==> config.mk <==
export PLATFORM = sky130hd
export DESIGN_NAME = nearest_first_request_table
export DESIGN_NICKNAME = d
export VERILOG_FILES = /design/src/hdl/nfrt_pkg.sv /design/src/hdl/nearest_first_request_table.sv
export VERILOG_INCLUDE_DIRS = /design/src /design/src/hdl
export SDC_FILE = /design/constraint.sdc
export NUM_CORES = 2
export LEC_CHECK = 0
export BUFFER_PORTS_ARGS = -buffer_cell sky130_fd_sc_hd__buf_2
export CAP_MARGIN = 10
export CORE_AREA = 2 2 359 361
export DETAILED_ROUTE_END_ITERATION = 10
export DIE_AREA = 0 0 361 363
export PLACE_DENSITY = 0.69
export SETUP_SLACK_MARGIN = 0.2
export SYNTH_ARGS = -nofsm -noshare
export SYNTH_HDL_FRONTEND = slang
export SYNTH_SLANG_ARGS = --single-unit
==> constraint.sdc <==
create_clock -name clock -period 14.4 [get_ports clock]
set_input_delay 2.88 -clock clock [delete_from_list [all_inputs] [get_ports clock]]
set_output_delay 2.88 -clock clock [all_outputs]
set_load 0.01 [all_outputs]
==> src/hdl/nearest_first_request_table_macros.svh <==
// Assertion macros for the request table.
// NFRT_ASSERT_IMP checks an overlapped implication, NFRT_ASSERT_NXT a next-cycle one.
`ifndef NEAREST_FIRST_REQUEST_TABLE_MACROS_SVH
`define NEAREST_FIRST_REQUEST_TABLE_MACROS_SVH

`ifndef SYNTHESIS
`define NFRT_ASSERT_IMP(label, clk, rst, ante, cons, msg) \
   label: assert property (@(posedge clk) disable iff (rst) (ante) |-> (cons)) \
      else $error(msg);
`define NFRT_ASSERT_NXT(label, clk, rst, ante, cons, msg) \
   label: assert property (@(posedge clk) disable iff (rst) (ante) |=> (cons)) \
      else $error(msg);
`else
`define NFRT_ASSERT_IMP(label, clk, rst, ante, cons, msg)
`define NFRT_ASSERT_NXT(label, clk, rst, ante, cons, msg)
`endif

`endif

==> src/hdl/nfrt_pkg.sv <==
`timescale 1ns / 1ps

package nfrt_pkg;

   localparam int QUEUE_DEPTH = 16;
   localparam int BLOCK_EDGE  = 16;
   localparam int COORD_BITS  = 16;

   localparam int FIELD_W   = 16;
   localparam int TARGET_W  = 24;
   localparam int STATUS_W  = 3;
   localparam int PEND_W    = 5;
   localparam int REQ_W     = 2;
   localparam int CSR_IDX_W = 2;

   localparam int IDX_W  = $clog2(QUEUE_DEPTH);
   localparam int CNT_W  = $clog2(QUEUE_DEPTH + 1);
   localparam int CTR_W  = COORD_BITS + $clog2(2 * BLOCK_EDGE) + 2;
   localparam int DIFF_W = ((CTR_W > TARGET_W) ? CTR_W : TARGET_W) + 1;
   localparam int SQ_W   = 2 * DIFF_W;
   localparam int SUM_W  = SQ_W + 2;
   localparam int EXT_W  = (COORD_BITS > FIELD_W) ? COORD_BITS : FIELD_W;

   localparam logic signed [CTR_W-1:0] EDGE2 = CTR_W'(2 * BLOCK_EDGE);
   localparam logic signed [CTR_W-1:0] HALF2 = CTR_W'(2 * (BLOCK_EDGE / 2));

   localparam logic [REQ_W-1:0] REQ_INSERT    = 2'd0;
   localparam int               REQ_CLEAR_BIT = 1;

   localparam logic [CSR_IDX_W-1:0] CSR_TARGET_X = 2'd0;
   localparam logic [CSR_IDX_W-1:0] CSR_TARGET_Y = 2'd1;
   localparam logic [CSR_IDX_W-1:0] CSR_TARGET_Z = 2'd2;

   localparam logic [2:0] PH_READ  = 3'd0;
   localparam logic [2:0] PH_MAG_X = 3'd1;
   localparam logic [2:0] PH_MAG_Y = 3'd2;
   localparam logic [2:0] PH_MAG_Z = 3'd3;
   localparam logic [2:0] PH_ADD_Y = 3'd4;
   localparam logic [2:0] PH_ADD_Z = 3'd5;

   typedef enum logic [STATUS_W-1:0] {
      RSP_ACCEPTED  = 3'd0,
      RSP_DUPLICATE = 3'd1,
      RSP_FULL      = 3'd2,
      RSP_GRANTED   = 3'd3,
      RSP_EMPTY     = 3'd4,
      RSP_CLEARED   = 3'd5
   } rsp_status_type;

   typedef enum logic [2:0] {
      S_IDLE,
      S_DUP,
      S_INSERT,
      S_DIST,
      S_SHIFT,
      S_RESP
   } state_type;

   typedef struct packed {
      logic signed [COORD_BITS-1:0] z;
      logic signed [COORD_BITS-1:0] y;
      logic signed [COORD_BITS-1:0] x;
   } coord_set_type;

   function automatic logic signed [COORD_BITS-1:0] coord_from_field(
      input logic [FIELD_W-1:0] f);
      logic [EXT_W-1:0] raw;
      raw = EXT_W'(f);
      return raw[COORD_BITS-1:0];
   endfunction

   function automatic logic [FIELD_W-1:0] coord_to_field(
      input logic signed [COORD_BITS-1:0] c);
      logic signed [EXT_W-1:0] wide;
      wide = EXT_W'(c);
      return wide[FIELD_W-1:0];
   endfunction

   // distance from doubled block center to target along one axis
   function automatic logic [DIFF_W-1:0] axis_mag(
      input logic signed [COORD_BITS-1:0] c,
      input logic signed [TARGET_W-1:0]   t);
      logic signed [CTR_W-1:0]  ctr;
      logic signed [DIFF_W-1:0] diff;
      ctr  = CTR_W'(c) * EDGE2 + HALF2;
      diff = DIFF_W'(ctr) - DIFF_W'(t);
      return diff[DIFF_W-1] ? DIFF_W'(-diff) : DIFF_W'(diff);
   endfunction

endpackage

==> src/hdl/nearest_first_request_table.sv <==
`timescale 1ns / 1ps
// Channel   Dir   Handshake              Word
// req       in    req_valid/req_ready    req_type, req_coord_x/y/z
// rsp       out   rsp_valid/rsp_ready    rsp_status, rsp_out_x/y/z, rsp_pending_count
// csr       in    csr_we                 csr_index, csr_wdata
//
// One request word at a time; req_ready is high only while the sequencer is idle.
// Clear or empty take go straight to the response. Insert: duplicate scan, one entry
// per cycle through the table's registered read port, then the write if not full.
// Take: each pending entry passes through six phases that share one squaring
// multiplier across its axes, then each entry behind the grant at k is read and written one place down.
// A waiting response word stalls only the finish of the next request.
// Synchronous reset empties the table and clears the target; no clearing pass.

`include "nearest_first_request_table_macros.svh"

module nearest_first_request_table (
   input  logic                             clock,
   input  logic                             reset,
   input  logic                             req_valid,
   output logic                             req_ready,
   input  logic [nfrt_pkg::REQ_W-1:0]       req_type,
   input  logic signed [nfrt_pkg::FIELD_W-1:0] req_coord_x,
   input  logic signed [nfrt_pkg::FIELD_W-1:0] req_coord_y,
   input  logic signed [nfrt_pkg::FIELD_W-1:0] req_coord_z,
   output logic                             rsp_valid,
   input  logic                             rsp_ready,
   output logic [nfrt_pkg::STATUS_W-1:0]    rsp_status,
   output logic signed [nfrt_pkg::FIELD_W-1:0] rsp_out_x,
   output logic signed [nfrt_pkg::FIELD_W-1:0] rsp_out_y,
   output logic signed [nfrt_pkg::FIELD_W-1:0] rsp_out_z,
   output logic [nfrt_pkg::PEND_W-1:0]      rsp_pending_count,
   input  logic                             csr_we,
   input  logic [nfrt_pkg::CSR_IDX_W-1:0]   csr_index,
   input  logic [nfrt_pkg::TARGET_W-1:0]    csr_wdata
);
   import nfrt_pkg::*;

   state_type                  state_ff, state_in;
   logic [CNT_W-1:0]           total_ff, total_in;
   logic [CNT_W-1:0]           idx_ff, idx_in;
   logic                       pend_ff, pend_in;
   logic [2:0]                 ph_ff, ph_in;
   logic                       wr_ph_ff, wr_ph_in;
   rsp_status_type             status_ff, status_in;
   logic [CNT_W-1:0]           best_idx_ff, best_idx_in;
   logic [SUM_W-1:0]           best_d_ff, best_d_in;
   coord_set_type              best_ff, best_in;
   logic [SUM_W-1:0]           acc_ff, acc_in;
   logic [DIFF_W-1:0]          mag_ff, mag_in;
   logic [SQ_W-1:0]            sq_ff, sq_in;
   coord_set_type              new_ff;
   logic signed [TARGET_W-1:0] tgt_x_ff, tgt_y_ff, tgt_z_ff;

   coord_set_type              mem [QUEUE_DEPTH];
   coord_set_type              rd_data_ff;
   logic [IDX_W-1:0]           rd_addr;
   logic                       mem_we;
   logic [IDX_W-1:0]           mem_wa;
   coord_set_type              mem_wd;

   logic                       rsp_valid_ff;
   logic [STATUS_W-1:0]        rsp_status_ff;
   logic [FIELD_W-1:0]         rsp_x_ff, rsp_y_ff, rsp_z_ff;
   logic [PEND_W-1:0]          rsp_count_ff;
   logic                       rsp_load;

   logic                       req_accept;
   logic                       is_clear, is_insert;
   logic [CNT_W-1:0]           idx_next;
   logic                       dup_issue, dup_match;
   logic [SUM_W-1:0]           dist_sum;
   logic                       dist_better, dist_last;
   logic                       shift_more, resp_free;
   logic signed [COORD_BITS-1:0] axis_coord;
   logic signed [TARGET_W-1:0] axis_tgt;

   assign req_ready   = (state_ff == S_IDLE);
   assign req_accept  = req_valid && req_ready;
   assign is_clear    = req_type[REQ_CLEAR_BIT];
   assign is_insert   = (req_type == REQ_INSERT);
   assign idx_next    = idx_ff + CNT_W'(1);
   assign dup_issue   = (idx_ff < total_ff);
   assign dup_match   = pend_ff && (rd_data_ff == new_ff);
   assign dist_sum    = acc_ff + SUM_W'(sq_ff);
   assign dist_better = (idx_ff == '0) || (dist_sum < best_d_ff);
   assign dist_last   = (idx_next == total_ff);
   assign shift_more  = (idx_next < total_ff);
   assign resp_free   = !rsp_valid_ff || rsp_ready;

   always_comb begin
      unique case (ph_ff)
         PH_MAG_X: begin
            axis_coord = rd_data_ff.x;
            axis_tgt   = tgt_x_ff;
         end
         PH_MAG_Y: begin
            axis_coord = rd_data_ff.y;
            axis_tgt   = tgt_y_ff;
         end
         default: begin
            axis_coord = rd_data_ff.z;
            axis_tgt   = tgt_z_ff;
         end
      endcase
   end

   assign mag_in = axis_mag(axis_coord, axis_tgt);
   assign sq_in  = mag_ff * mag_ff;

   always_comb begin
      state_in = state_ff;
      unique case (state_ff)
         S_IDLE: begin
            if (req_valid) begin
               if (is_clear) state_in = S_RESP;
               else if (is_insert) state_in = S_DUP;
               else if (total_ff == '0) state_in = S_RESP;
               else state_in = S_DIST;
            end
         end
         S_DUP: begin
            if (dup_match) state_in = S_RESP;
            else if (!dup_issue) state_in = S_INSERT;
         end
         S_INSERT: state_in = S_RESP;
         S_DIST: begin
            if (ph_ff == PH_ADD_Z && dist_last) state_in = S_SHIFT;
         end
         S_SHIFT: begin
            if (!shift_more) state_in = S_RESP;
         end
         S_RESP: begin
            if (resp_free) state_in = S_IDLE;
         end
         default: state_in = S_IDLE;
      endcase
   end

   always_comb begin
      total_in    = total_ff;
      idx_in      = idx_ff;
      pend_in     = pend_ff;
      ph_in       = ph_ff;
      wr_ph_in    = wr_ph_ff;
      status_in   = status_ff;
      best_idx_in = best_idx_ff;
      best_d_in   = best_d_ff;
      best_in     = best_ff;
      acc_in      = acc_ff;
      rd_addr     = idx_ff[IDX_W-1:0];
      mem_we      = 1'b0;
      mem_wa      = idx_ff[IDX_W-1:0];
      mem_wd      = rd_data_ff;
      rsp_load    = 1'b0;
      unique case (state_ff)
         S_IDLE: begin
            if (req_valid) begin
               idx_in   = '0;
               pend_in  = 1'b0;
               ph_in    = PH_READ;
               wr_ph_in = 1'b0;
               if (is_clear) begin
                  total_in  = '0;
                  status_in = RSP_CLEARED;
               end else if (!is_insert && total_ff == '0) begin
                  status_in = RSP_EMPTY;
               end
            end
         end
         S_DUP: begin
            pend_in = dup_issue;
            if (dup_match) begin
               status_in = RSP_DUPLICATE;
            end else if (dup_issue) begin
               idx_in = idx_next;
            end
         end
         S_INSERT: begin
            if (total_ff >= CNT_W'(QUEUE_DEPTH)) begin
               status_in = RSP_FULL;
            end else begin
               mem_we    = 1'b1;
               mem_wa    = total_ff[IDX_W-1:0];
               mem_wd    = new_ff;
               total_in  = total_ff + CNT_W'(1);
               status_in = RSP_ACCEPTED;
            end
         end
         S_DIST: begin
            if (ph_ff == PH_MAG_Z) acc_in = SUM_W'(sq_ff);
            if (ph_ff == PH_ADD_Y) acc_in = dist_sum;
            if (ph_ff == PH_ADD_Z) begin
               ph_in = PH_READ;
               if (dist_better) begin
                  best_d_in   = dist_sum;
                  best_idx_in = idx_ff;
                  best_in     = rd_data_ff;
               end
               if (dist_last) begin
                  idx_in    = dist_better ? idx_ff : best_idx_ff;
                  status_in = RSP_GRANTED;
               end else begin
                  idx_in = idx_next;
               end
            end else begin
               ph_in = ph_ff + 3'd1;
            end
         end
         S_SHIFT: begin
            rd_addr = idx_next[IDX_W-1:0];
            if (!shift_more) begin
               total_in = total_ff - CNT_W'(1);
            end else if (!wr_ph_ff) begin
               wr_ph_in = 1'b1;
            end else begin
               mem_we   = 1'b1;
               idx_in   = idx_next;
               wr_ph_in = 1'b0;
            end
         end
         S_RESP: rsp_load = resp_free;
         default: ;
      endcase
   end

   always_ff @(posedge clock) begin
      if (reset) begin
         state_ff <= S_IDLE;
         total_ff <= '0;
         idx_ff   <= '0;
         pend_ff  <= 1'b0;
         ph_ff    <= PH_READ;
         wr_ph_ff <= 1'b0;
      end else begin
         state_ff <= state_in;
         total_ff <= total_in;
         idx_ff   <= idx_in;
         pend_ff  <= pend_in;
         ph_ff    <= ph_in;
         wr_ph_ff <= wr_ph_in;
      end
   end

   always_ff @(posedge clock) begin
      status_ff   <= status_in;
      best_idx_ff <= best_idx_in;
      best_d_ff   <= best_d_in;
      best_ff     <= best_in;
      acc_ff      <= acc_in;
      mag_ff      <= mag_in;
      sq_ff       <= sq_in;
      if (req_accept) begin
         new_ff.x <= coord_from_field(req_coord_x);
         new_ff.y <= coord_from_field(req_coord_y);
         new_ff.z <= coord_from_field(req_coord_z);
      end
   end

   always_ff @(posedge clock) begin
      if (mem_we) begin
         mem[mem_wa] <= mem_wd;
      end
      rd_data_ff <= mem[rd_addr];
   end

   always_ff @(posedge clock) begin
      if (reset) begin
         tgt_x_ff <= '0;
         tgt_y_ff <= '0;
         tgt_z_ff <= '0;
      end else if (csr_we) begin
         unique case (csr_index)
            CSR_TARGET_X: tgt_x_ff <= csr_wdata;
            CSR_TARGET_Y: tgt_y_ff <= csr_wdata;
            CSR_TARGET_Z: tgt_z_ff <= csr_wdata;
            default: ;
         endcase
      end
   end

   always_ff @(posedge clock) begin
      if (reset) begin
         rsp_valid_ff <= 1'b0;
      end else if (rsp_load) begin
         rsp_valid_ff <= 1'b1;
      end else if (rsp_ready) begin
         rsp_valid_ff <= 1'b0;
      end
   end

   always_ff @(posedge clock) begin
      if (rsp_load) begin
         rsp_status_ff <= status_ff;
         rsp_count_ff  <= PEND_W'(total_ff);
         if (status_ff == RSP_GRANTED) begin
            rsp_x_ff <= coord_to_field(best_ff.x);
            rsp_y_ff <= coord_to_field(best_ff.y);
            rsp_z_ff <= coord_to_field(best_ff.z);
         end else begin
            rsp_x_ff <= '0;
            rsp_y_ff <= '0;
            rsp_z_ff <= '0;
         end
      end
   end

   assign rsp_valid         = rsp_valid_ff;
   assign rsp_status        = rsp_status_ff;
   assign rsp_out_x         = rsp_x_ff;
   assign rsp_out_y         = rsp_y_ff;
   assign rsp_out_z         = rsp_z_ff;
   assign rsp_pending_count = rsp_count_ff;

   `NFRT_ASSERT_IMP(a_total_bound, clock, reset, 1'b1, total_ff <= CNT_W'(QUEUE_DEPTH), "pending total beyond table depth")
   `NFRT_ASSERT_IMP(a_zero_unless_granted, clock, reset, rsp_valid && rsp_status != RSP_GRANTED, rsp_out_x == '0 && rsp_out_y == '0 && rsp_out_z == '0, "coordinates on a non-grant word")
   `NFRT_ASSERT_IMP(a_clear_empties, clock, reset, rsp_valid && rsp_status == RSP_CLEARED, rsp_pending_count == '0, "clear left entries pending")
   `NFRT_ASSERT_IMP(a_take_nonempty, clock, reset, state_ff == S_DIST || state_ff == S_SHIFT, total_ff != '0, "take scan on an empty table")
   `NFRT_ASSERT_NXT(a_insert_grows, clock, reset, state_ff == S_INSERT && total_ff < CNT_W'(QUEUE_DEPTH), total_ff == $past(total_ff) + CNT_W'(1), "insert did not add an entry")

endmodule

==> impl_metrics.tcl <==
set metrics [dict create \
    worstPathArrival_ns 8.56 \
    cts_buffers 119 \
    drc 0 \
    max-slew-margin-rel 0.165 \
    vias 41700 \
    synthXorXnorAreaFrac 0.0259 \
    ant_nets 0 \
    cp_max_fo 21 \
    skew_ns 0.0575 \
    ctsResizeCount 0 \
    crit_type "flop to flop" \
    end_kind "flop" \
    synthTopCellsByArea "edfxtp_1 (45%), fa_1 (13%), mux4_2 (7.8%)" \
    fill_cells 9694 \
    synth.avg_cell_area_um2 13.5 \
    grt_pass1_wl_um 265000 \
    required_ns 15.00 \
    ioPinCount 139 \
    grt-ovfl-total 0 \
    areaGrowthSynthToFinish_pct 9.93 \
    synth_area_um2 69600 \
    synth-edff-count 1032 \
    routabilityCongestion 0.932 \
    synthMuxAreaShare 0.0945 \
    final_cells 7060 \
    die_w_um 361 \
    fmax_ghz 0.126 \
    port_buffers 138 \
    grtUsageTotal 0.272 \
    final_layout_size_suffix_gt1_frac 0.150 \
    antenna_found_initial 31 \
    max_cap_violations 0 \
    hpwl_um 119000 \
    clk_path_buf_depth 3 \
    holdWs_ns 0.455 \
    synth_compound_gate_area_share 0.0612 \
    synth.most_common_cell "edfxtp_1" \
    period_minus_slack_ns 7.96 \
    synth_cell_type_count 93 \
    post-route-period-util 0.552 \
    synth_fa_ha_area_frac 0.193 \
    synth-simple-area-share 0.0673 \
    ys.flop_type "edfxtp_1" \
    cts-htree-levels 3 \
    synthTopCellsByCount "edfxtp_1 (1032), inv_1 (742), fa_1 (467)" \
    routedWlPerCell_um 24.9 \
    drt_iter0_markers 4418 \
    cts_hold_buf 0 \
    hold_path_class "flop to flop" \
    place_ws_ns 6.51 \
    worst_pin_slew_ns 1.25 \
    fp.coreArea_um2 127000 \
    synth_nets 6023 \
    synth_top_area_cell "edfxtp_1" \
    cts_sinks 1245 \
    postCtsSetupBuffers 0 \
    fin_nets 6146 \
    die_h_um 363 \
    fin_tns_setup_ns 0 \
    dp.cells 6813 \
    rsz0062_at_grt "false" \
    die_area_um2 131000 \
    drt-vias-per-instance 5.91 \
    routed_wl_um 176000 \
    ys_seq_area_frac 0.507 \
    start_util 0.548 \
    ctsRootBufferMaster "clkbuf_16" \
    rows 131 \
    cts_tree "done" \
    grt_start_max_net_pins 144 \
    finalSetupViolations 0 \
    timing.final.ws_setup_ns 6.44 \
    hold_viol 0 \
    dr.pass1.iters 6 \
    ys_ff_latch 1245 \
    slew_viol_final 0 \
    synth_top_family_by_area "adder cells" \
    synth_cells 5150 \
    synth_top_cell_area_share 0.445 \
    yosysWarnings 0 \
    ys_async_sr_fraction 0 \
    clk_pin_slew_ns 0.06 \
    outcome "finished clean" \
    grt_pass1_vias 42200 \
    start_kind "flop" \
    clk_latency_ns 0.76 \
]
area by class of cell:
type,instances,area (um2),area share
timing repair buffer,203,1200,0.0157
tap,1662,2080,0.0272
clock buffer,146,3210,0.0420
sequential,1245,35300,0.461
multi-input combinational,2961,30900,0.405
antenna,20,50.0,0.000654
inverter,743,2790,0.0365
clock inverter,80,940,0.0123
per-stage QoR:
stage	instance area, um2	utilization
6_report	76500	0.602
5_1_grt	76400	0.602
4_1_cts	76400	0.602
3_5_place_dp	72300	0.569
3_3_place_gp	72300	0.569
2_1_floorplan	69600	-
path summary, 6_finish.rpt:
check | from | end | slack [ns] | cells past startpoint
hold reg to reg | tgt_z_ff[23]$_SDFFE_PP0P_ | tgt_z_ff[23]$_SDFFE_PP0P_ | 0.46 | 2
setup / recovery | mag_ff[16]$_DFF_P_ | sq_ff[46]$_DFF_P_ | 6.44 | 24
setup reg to reg | mag_ff[16]$_DFF_P_ | sq_ff[46]$_DFF_P_ | 6.44 | 24
hold / removal | tgt_z_ff[23]$_SDFFE_PP0P_ | tgt_z_ff[23]$_SDFFE_PP0P_ | 0.46 | 2
sequential cells by signal, summed over array words and instances (netlist names), 5 cells and up:
register,flops
idx_ff,5
total_ff,5
rsp_pending_count,5
tgt_x_ff,24
tgt_y_ff,24
new_ff,48
rd_data_ff,48
rsp_out_y,16
mem,768
best_ff,48
best_idx_ff,5
best_d_ff,52
sq_ff,49
rsp_out_x,16
acc_ff,52
tgt_z_ff,24
mag_ff,25
rsp_out_z,16
logic make-up (layout without fill, tap and decap cells):
group	Yosys count	in the layout
flops	1245	1245
buf+inv	944	1172
simple gates	961	961
fa+ha+maj	792	792
compound gates	658	658
xor+xnor	205	205
other cells	1	21
mux	344	344
per-layer routing:
layer,routed length (um),vias to the layer above,track usage
li1,-,18300,-
met5,115,-,0
met2,83100,1765,0.433
met4,6100,18,0.0885
met1,69800,21300,0.376
met3,16700,338,0.0556
critical path: stages, from the launching register on:
cell and delay [ns]:
dfxtp_1 0.96, nand2_1 0.20, fa_1 0.53, inv_1 0.05
fa_1 0.53, inv_1 0.05, fa_1 0.53, inv_1 0.05
fa_1 0.49, inv_1 0.05, fa_1 0.54, inv_1 0.05
fa_1 0.47, inv_1 0.05, fa_1 0.47, inv_1 0.04
ha_1 0.35, nand3_1 0.08, o21ai_0 0.54, a21oi_1 0.32
o21bai_1 0.33, a211oi_1 0.15, o41ai_1 0.62, a221oi_1 0.20
xnor2_1 0.17
layout by cell type, fill, tap and decap left out, types with 21 or more instances in the layout:
cell | synthesis | routed
nand3_1 | 29 | 29
dfxtp_1 | 213 | 212
nor2b_1 | 33 | 32
o22a_1 | 21 | 21
nand2b_1 | 28 | 28
ha_1 | 325 | 325
xor2_1 | 98 | 97
and2_1 | 180 | 179
clkbuf_16 | 0 | 121
clkinv_2 | 0 | 27
a21oi_1 | 234 | 232
mux2_2 | 99 | 99
nand4_1 | 28 | 28
nor2_1 | 142 | 125
fa_1 | 467 | 467
edfxtp_1 | 1032 | 1032
o21ai_0 | 85 | 85
xnor2_1 | 106 | 104
buf_2 | 6 | 138
mux4_2 | 240 | 240
o22ai_1 | 24 | 24
nand2_1 | 407 | 406
buf_4 | 4 | 63
a21o_1 | 95 | 95
and3_1 | 22 | 22
inv_1 | 742 | 741
a31oi_1 | 31 | 31
Power is not shown: default switching activity piles up to over one toggle a cycle in this logic, so the estimate is an artifact.
